$ cat config.mk
export PLATFORM = sky130hd
export DESIGN_NAME = iba_ctrl
export DESIGN_NICKNAME = d
export VERILOG_FILES = /design/src/rtl/iba_pkg.sv /design/src/rtl/iba_ctrl.sv
export SDC_FILE = /design/constraint.sdc
export NUM_CORES = 1
export LEC_CHECK = 0
export ABC_AREA = 0
export BUFFER_PORTS_ARGS = -buffer_cell sky130_fd_sc_hd__buf_2
export CORE_AREA = 4 4 41 43
export DETAILED_ROUTE_END_ITERATION = 10
export DIE_AREA = 0 0 45 47
export HOLD_SLACK_MARGIN = 0.15
export PLACE_DENSITY = 0.67
export SYNTH_ARGS = -nofsm -noshare
export SYNTH_HDL_FRONTEND = slang
export SYNTH_SLANG_ARGS = --single-unit
$ cat constraint.sdc
create_clock -name clk -period 1.4 [get_ports clk]
set_input_delay 0.07 -clock clk [delete_from_list [all_inputs] [get_ports clk]]
set_output_delay 0.07 -clock clk [all_outputs]
set_load 0.02 [all_outputs]
$ cat src/rtl/iba_pkg.sv
// Package for the indexed block allocator: sizes, status codes and the
// controller/datapath command and status structs. No dependencies.
package iba_pkg;

	localparam int NUM_BLOCKS_DEF  = 64;
	localparam int BLOCK_BYTES_DEF = 64;
	localparam int NUM_FILES_DEF   = 16;
	localparam int INDEX_CAP_DEF   = 8;

	localparam int STATUS_W = 3;
	localparam int ID_W     = 4;
	localparam int IB_W     = 6;
	localparam int CNT_W    = 4;
	localparam int FREE_W   = 7;
	localparam int NAME_W   = 64;
	localparam int SIZE_W   = 16;

	localparam logic [STATUS_W-1:0] ST_CREATED    = 3'd0;
	localparam logic [STATUS_W-1:0] ST_DELETED    = 3'd1;
	localparam logic [STATUS_W-1:0] ST_TABLE_FULL = 3'd2;
	localparam logic [STATUS_W-1:0] ST_TOO_LARGE  = 3'd3;
	localparam logic [STATUS_W-1:0] ST_NO_SPACE   = 3'd4;
	localparam logic [STATUS_W-1:0] ST_NOT_FOUND  = 3'd5;

	// Commands from the controller to the datapath.
	typedef struct packed {
		logic load;       // latch request, clear scan
		logic scan_step;  // compare current slot, advance
		logic check;      // register create checks, load slot fields
		logic pop_ib;     // pop index block
		logic pop_data;   // pop data block, write index entry
		logic rd_entry;   // issue index-entry read
		logic push_data;  // push read entry
		logic push_ib;    // push index block
		logic commit;     // update slot table, id stack, count
		logic fail;       // result is failure with status from check
	} iba_cmd_t;

	// Status from the datapath to the controller.
	typedef struct packed {
		logic scan_done;  // scan finished (hit or end)
		logic hit;        // slot found
		logic ok;         // create checks passed
		logic loop_done;  // data-block loop counter at count
		logic is_delete;
	} iba_sts_t;

endpackage

$ cat src/rtl/iba_ctrl.sv
// Controller state machine for the indexed block allocator.
// Depends on iba_pkg.
module iba_ctrl (
	input  logic              clk,
	input  logic              arst_n,
	input  logic              in_fire,
	input  logic              out_busy,
	input  iba_pkg::iba_sts_t sts,
	output iba_pkg::iba_cmd_t cmd,
	output logic              idle,
	output logic              result
);
	localparam logic [3:0] S_IDLE  = 4'd0;
	localparam logic [3:0] S_SCAN  = 4'd1;
	localparam logic [3:0] S_CHECK = 4'd2;
	localparam logic [3:0] S_DEC   = 4'd3;
	localparam logic [3:0] S_POPIB = 4'd4;
	localparam logic [3:0] S_POPD  = 4'd5;
	localparam logic [3:0] S_RD    = 4'd6;
	localparam logic [3:0] S_WAIT  = 4'd7;
	localparam logic [3:0] S_PUSHD = 4'd8;
	localparam logic [3:0] S_PUSHI = 4'd9;
	localparam logic [3:0] S_DONE  = 4'd10;
	localparam logic [3:0] S_FAIL  = 4'd11;

	logic [3:0] state_q, state_d;

	always_comb begin
		cmd = '0;
		state_d = state_q;
		result = 1'b0;
		idle = (state_q == S_IDLE);
		case (state_q)
			S_IDLE: begin
				if (in_fire) begin
					cmd.load = 1'b1;
					state_d = S_SCAN;
				end
			end
			S_SCAN: begin
				cmd.scan_step = 1'b1;
				if (sts.scan_done) state_d = S_CHECK;
			end
			S_CHECK: begin
				cmd.check = 1'b1;
				state_d = S_DEC;
			end
			S_DEC: begin
				if (sts.is_delete) begin
					state_d = sts.hit ? (sts.loop_done ? S_PUSHI : S_RD) : S_FAIL;
				end else begin
					state_d = sts.ok ? S_POPIB : S_FAIL;
				end
			end
			S_POPIB: begin
				cmd.pop_ib = 1'b1;
				state_d = S_POPD;
			end
			S_POPD: begin
				if (sts.loop_done) state_d = S_DONE;
				else cmd.pop_data = 1'b1;
			end
			S_RD: begin
				cmd.rd_entry = 1'b1;
				state_d = S_WAIT;
			end
			S_WAIT: state_d = S_PUSHD;
			S_PUSHD: begin
				cmd.push_data = 1'b1;
				state_d = S_DEC;
			end
			S_PUSHI: begin
				cmd.push_ib = 1'b1;
				state_d = S_DONE;
			end
			S_DONE: begin
				if (!out_busy) begin
					cmd.commit = 1'b1;
					result = 1'b1;
					state_d = S_IDLE;
				end
			end
			S_FAIL: begin
				if (!out_busy) begin
					cmd.fail = 1'b1;
					result = 1'b1;
					state_d = S_IDLE;
				end
			end
			default: state_d = S_IDLE;
		endcase
	end

	always_ff @(posedge clk or negedge arst_n) begin
		if (!arst_n) state_q <= S_IDLE;
		else state_q <= state_d;
	end
endmodule

# Yosys cells after proc, flatten, opt, wreduce, memory -nomap -nowiden
# Cells that the tools add are included.
op_classes:
  eq_ne: 15
  mux: 23
  n_reduce_logical: 4
ops:
  columns: ["op", "count"]
  rows:
  - ["$pmux 4 s10", 1]
  - ["$mux 4", 8]
  - ["$eq 4x3->1 const B", 4]
  - ["$eq 4x4->1 const B", 4]
  - ["$mux 1", 14]
  - ["$eq 4x2->1 const B", 2]
  - ["$ne 2x2->1 const B", 4]
  - ["$eq 4x1->1 const B", 1]
  - ["$logic_not 4->1", 1]
  - ["$reduce_and 4->1", 1]
  - ["$reduce_or 2->1", 2]
totals:
  register_bits: 4
  output_inout_bits: 12
  wordCells: 43

# Logic depth before layout (Yosys ltp)
# Gate-level depths: netlist (run 1).
depth:
  depth_word: 4
  depth_mapped: 4
  mapped_depth_nobuf: 3

# Worst setup path after synthesis (run 1)
# No wires, ideal clock.
synth_path:
  path_kind: "reg-to-output"
  start: "register state_q[3]"
  end: "output port cmd[9] in the netlist's numbering"
  arrival_ns: 1.651
  path_slack_ns: -0.321
  path_stages_with_launch: 4
  path_cell_list: "dfrtp_1 -> buf_2 -> nor4_1 -> and2_1"
synth_rtl:
  columns: ["item", "line", "source"]
  rows:
  - ["from (decl)", "iba_ctrl.sv:26", "logic [3:0] state_q, state_d;"]
  - ["from (signal assigned)", "iba_ctrl.sv:96", "else state_q <= state_d;"]
  - ["to (decl)", "iba_ctrl.sv:9", "output iba_pkg::iba_cmd_t cmd,"]

==> results of run 1 <==
## routing by layer
metal / global-route usage, % / share of wire, % / vias up
li1: - / - / 266
met1: 15.6 / 39 / 258
met2: 24.6 / 57 / 10
met3: 4.98 / 3.9 / 0
met4: 1.75 / 0 / 0
met5: 0 / 0 / -
## layout by cell type (no fill, tap or decap), types with 2 or more instances in the layout
master	synthesis	layout
nor2_1	5	5
dfrtp_1	4	3
nand2b_4	0	3
nand2_1	4	4
nor3_2	0	2
o41ai_1	2	2
nor3_4	0	2
buf_2	2	13
clkbuf_4	0	3
nor3_1	8	4
nand3_1	3	2
buf_6	1	5
a31oi_1	2	2
buf_4	0	10
## cell usage after synthesis, drive strengths merged
cell type	instances
o41ai	2
a31oi	2
inv	2
nand3b	1
o21bai	1
and4	1
nor3	8
dfrtp	4
a21oi	2
o41a	1
o21a	1
nand3	3
nand2b	5
a211o	1
and2	1
o21ai	2
clkbuf	1
or4	1
a21o	1
mux2	1
nor2	5
buf	3
nand2	4
nor4	2
## worst min path at each step
stage                      end  slack [ns]  cells past startpoint
finish              state_q[0]        0.17                      2
global route        state_q[3]        0.18                      2
CTS                 state_q[2]        0.17                      2
detailed placement  state_q[2]       -0.12                      1
global placement    state_q[2]       -0.12                      1
floorplan           state_q[0]       -0.23                      0
## what timing repair did
item | 4_1_cts | 5_1_grt
hold buffers | 1 | 0
buffers inserted | 2 | 0
pin swaps | 0 | 1
endpoints found under the setup margin | 5 | 11
resized for setup | 8 | 20
endpoints found under the hold margin | 4 | 0
## final cells by class
| class | instances | area, µm² |
|---|---|---|
| fill | 124 | 564 |
| inverter | 2 | 7.51 |
| clock buffer | 3 | 22.5 |
| multi-input combinational | 45 | 360 |
| timing repair buffer | 30 | 226 |
| tap | 15 | 18.8 |
| sequential | 4 | 101 |
## where the power goes
group          leakage (nW)  total [W]  switching, W  internal [W]
clock                0.0138   0.000145     0.0000493     0.0000960
combinational         0.266    0.00125      0.000662      0.000591
sequential           0.0479   0.000250     0.0000746      0.000175
total                 0.328    0.00165      0.000786      0.000863
## cell families after synthesis
kind of cell           count (synthesis)
flip-flops                             4
buffers and inverters                  6
multiplexers                           1
AND/OR/NAND/NOR                       31
AO/OA/AOI/OAI                         13
## stage by stage
step / total power, W / utilization (%)
after floorplan: 0.000875 / -
after global placement: 0.00119 / 44.6
after detailed placement: 0.00121 / 44.6
after CTS: 0.00147 / 50.5
after global routing: 0.00179 / 56.6
final: 0.00165 / 56.6
==> results.md, run 1 <==
- Crit path buf inv count: 2
- Critical R2R Capture: state_q[1]
- P per Cell Area: 2240 mW/mm²
- Slew Limit Fails: 0
- Clock Sinks: 4
- Data arrival time of the critical path: 1.33 ns
- Post-route cell area: 737 µm²
- Max FFs per register: 4
- Chip height: 47 µm
- Overall routing resource usage: 13.5%
- Worst path depth: 4
- TNS Setup: -0.00182 ns
- Max VDD drop: 1150 µV
- Placed instance area: 581 µm²
- Main area contributors after synthesis: dfrtp_1 (25%), nor3_1 (9.8%), nand2b_1 (7.7%)
- Clock transition at the registers of the reported paths: 0.04 ns
- CTS Buffer Depth: 2
- Inserted Diodes: 0
- Crit share post-route: 100%
- CTS H-Tree Depth: 1
- Syn-to-layout area delta: 81.2%
- Residual DRC: 0
- CP delay by family, top: simple AND/OR/NAND/NOR gates
- Setup violators final: 1
- Post-Synth Simple-Gate Area: 40.9%
- CP Launch Type: register
- CP max FO: 9
- Yosys warns: 0
- Die ar.: 0.00212 mm²
- Fin crit period: 1.40 ns
- Non-Filler Instances: 99
- Floorplan core area: 0.00130 mm²
- Least-Margin Pin Slew: 0.328 ns
- Status: finished, violations left
- Root Buffer: clkbuf_4
- Chip width: 45 µm
- Clock skew: 0.00174 ns
- Synth area leader: dfrtp_1
- Crit path to: cmd[9]
- Final hold violations: 0
- Reg-to-reg startpoint: state_q[1]
- Routed length per placed instance: 13.5 µm
- Number of global-route vias before repair: 491
- Fmax: 713 MHz
- Drt first-iter violations: 11
- Pre-CTS WS: 0.0713 ns
- Row count: 13
- CTS tree: done
- Sequential element share of the synthesized area: 24.6%
- Failing checks: negative setup slack
- Ports: 21
- Post-synthesis adder-cell area fraction: 0%
- Min-Delay Path Class: input pin to async pin
- XOR/XNOR Fraction of Synth Area: 0%
- Worst setup path category: register to output port
- Reg2reg setup slack: 0.07 ns
- Largest net degree at the start of global routing: 11
- Synth Area in Compound Gates: 23.7%
- Biggest register: state_q
- WHS: 0.165 ns
- Largest stage delay on the critical path: 0.40 ns
- CP max stage cell: dfrtp_1
- Type of destination of the critical path: output port
- Maxcap violations: 0
- Final WL: 1340 µm
- Placed Cells: 93
- Ratio of cells with drive above 1 in the final layout: 58.3%
- Mux share of post-synthesis cell area: 2.77%
- CP most frequent cell: buf_6
- Worst Path Required: 1.33 ns
- Worst-path cell chain: buf_6 > nor4_4 > and2_4 > buf_6
- Number of synthesized register bits: 4
- Synth top area share: 24.6%
- Vias/cell: 5.39
- DRT antenna net count: 0
- Routability Congestion: 0.773
- Clk Latency, worst-skew pair: 0.23 ns
- Fin nets: 95
- Pleak: 0.328 nW
- Dpl hpwl: 952 µm
- Mapped Area: 407 µm²
- Initial core utilization: 31.3%
- Total nets after synthesis: 64
- Final Worst Setup Slack: -0.00182 ns
- Crit path from: state_q[0]
- Via count: 534
- Syn Inst Count: 55
- Slew HR: 77.9%
- Synth unique cells: 26
- Port Buffer Count: 20
- FF-to-FF path depth: 3
- Drt pass-1 iters: 4
- Initial antenna violation count: 0
- CTS Buf Count: 3
- RSZ-0062 raised after global routing: yes
- Main combinational cell family by area after synthesis: simple AND/OR/NAND/NOR gates
- First-pass GRT wire length: 2130 µm
- Biggest regs: state_q (4)
- GR Overflow Total: 0
- Average size of a mapped cell: 7.39 µm²
No activity file was read; power rests on OpenSTA's default activity.
==> run 2, diff against run 1 <==
--- a/config.mk
+++ b/config.mk
@@ -15,3 +15,4 @@
 export SYNTH_ARGS = -nofsm -noshare
 export SYNTH_HDL_FRONTEND = slang
 export SYNTH_SLANG_ARGS = --single-unit
+export TNS_END_PERCENT = 1
==> results.md, run 2 (synthesized netlist as in run 1, its figures left out) <==
- Setup violators final: 1
- Die ar.: 0.00212 mm²
- Type of destination of the critical path: output port
- Reg-to-reg startpoint: state_q[1]
- Most used cells in the layout excluding fill and tap cells: buf_2 (14), buf_4 (11), nor2_1 (5), nor3_1 (5), nand2_1 (4)
- Initial antenna violation count: 0
- Fin crit period: 1.40 ns
- Reg2reg setup slack: 0.07 ns
- Slew Limit Fails: 0
- Non-Filler Instances: 99
- P per Cell Area: 2250 mW/mm²
- Final Worst Setup Slack: -0.000483 ns
- DRT antenna net count: 0
- Placed Cells: 93
- Chip width: 45 µm
- Ratio of cells with drive above 1 in the final layout: 57.1%
- Post-route cell area: 709 µm²
- Biggest register: state_q
- Root Buffer: clkbuf_4
- Met2 GRT Util: 24.6%
- Commonest non-fill, non-tap cell in the layout: buf_2
- Drt first-iter violations: 6
- Failing checks: negative setup slack
- Residual DRC: 0
- Via count: 520
- CP max FO: 9
- Row count: 13
- Final WL: 1320 µm
- CP delay by family, top: simple AND/OR/NAND/NOR gates
- Status: finished, violations left
- Max FFs per register: 4
- Total power: 0.00159 W
- CTS tree: done
- GRT met1 Usage: 15.6%
- CP max stage cell: dfrtp_1
- Min-Delay Path Class: input pin to async pin
- Crit path buf inv count: 2
- Biggest regs: state_q (4)
- Chip height: 47 µm
- Placed instance area: 581 µm²
- Least-Margin Pin Slew: 0.325 ns
- Routed length per placed instance: 13.3 µm
- Dpl hpwl: 952 µm
- Ports: 21
- Crit share post-route: 100%
- Clock Sinks: 4
- Routability Congestion: 0.773
- WHS: 0.166 ns
- Inserted Diodes: 0
- Clk Latency, worst-skew pair: 0.23 ns
- Floorplan core area: 0.00130 mm²
- Largest net degree at the start of global routing: 11
- Clock skew: 0.00140 ns
- Final hold violations: 0
- FF-to-FF path depth: 3
- Slew HR: 78.1%
- Drt pass-1 iters: 4
- Critical R2R Capture: state_q[1]
- CTS H-Tree Depth: 1
- GR Overflow Total: 0
- Fmax: 714 MHz
- Worst Path Required: 1.33 ns
- Pleak: 0.321 nW
- RSZ-0062 raised after global routing: yes
- CP most frequent cell: buf_6
- First-pass GRT wire length: 2130 µm
- Data arrival time of the critical path: 1.33 ns
- Port Buffer Count: 20
- CTS Buffer Depth: 2
- Vias/cell: 5.25
- Number of global-route vias before repair: 491
- Final core occ: 54.5%
- Overall routing resource usage: 13.5%
- Worst-path cell chain: buf_6 > nor4_4 > and2_4 > buf_6
- Max VDD drop: 1140 µV
- Syn-to-layout area delta: 74.5%
- Largest stage delay on the critical path: 0.40 ns
- Met3 capacity usage during global routing: 4.98%
- Initial core utilization: 31.3%
- Clock transition at the registers of the reported paths: 0.04 ns
- Fin nets: 95
- Maxcap violations: 0
- GRT Max-Usage Layer: met2
- Worst setup path category: register to output port
- CTS Buf Count: 3
- CP Launch Type: register
==> run 2: cell types whose count changed in the layout (fill, tap and decap cells not counted) <==
| cell | previous run | this run |
|---|---|---|
| buf_6 | 5 | 3 |
| nor3_4 | 2 | 0 |
| buf_2 | 13 | 14 |
| buf_4 | 10 | 11 |
| nor3_1 | 4 | 5 |
| nor3_2 | 2 | 3 |
==> run 2: area by class of cell <==
type,instances,area [µm²]
repair buffers,30,216
fillers,130,592
multi-input cells,45,343
inverters,2,7.51
clock buffers,3,22.5
well taps,15,18.8
flip-flops and latches,4,101
==> run 2: how the worst max path moves through the flow <==
stage / from / endpoint / slack, ns / depth (start not counted)
final: state_q[0] / cmd[9] / -0.0005 / 4
after global routing: state_q[0] / cmd[9] / -0.06 / 4
after CTS: state_q[1] / cmd[5] / -0.004 / 5
after detailed placement: state_q[1] / state_q[1] / 0.07 / 3
after global placement: state_q[1] / state_q[1] / 0.11 / 3
after floorplan: state_q[2] / cmd[5] / -0.04 / 3
==> run 2: layer usage <==
layer / part of all wire [%] / vias up
met5: 0 / -
met4: 0 / 0
met3: 3.6 / 0
met2: 55 / 8
met1: 42 / 247
li1: - / 265
==> run 2: repair_timing <==
action / in CTS / in global routing
endpoints found under the hold margin: 4 / 0
gates cloned: 0 / 0
resized for setup: 8 / 14
endpoints found under the setup margin: 5 / 11
buffers inserted: 2 / 0
pin swaps: 0 / 1
hold buffers: 1 / 0
==> run 2: metrics by stage <==
stage | setup slack (ns) | TNS, ns
2_1_floorplan | -0.0361 | -0.0361
3_3_place_gp | 0.110 | 0
3_5_place_dp | 0.0713 | 0
4_1_cts | -0.00428 | -0.00428
5_1_grt | -0.0628 | -0.343
6_report | -0.000483 | -0.000483
==> run 2: where the power goes <==
group          internal (W)  switching [W]  total, W
sequential         0.000175      0.0000719  0.000247
combinational      0.000572       0.000631   0.00120
clock             0.0000960      0.0000488  0.000145
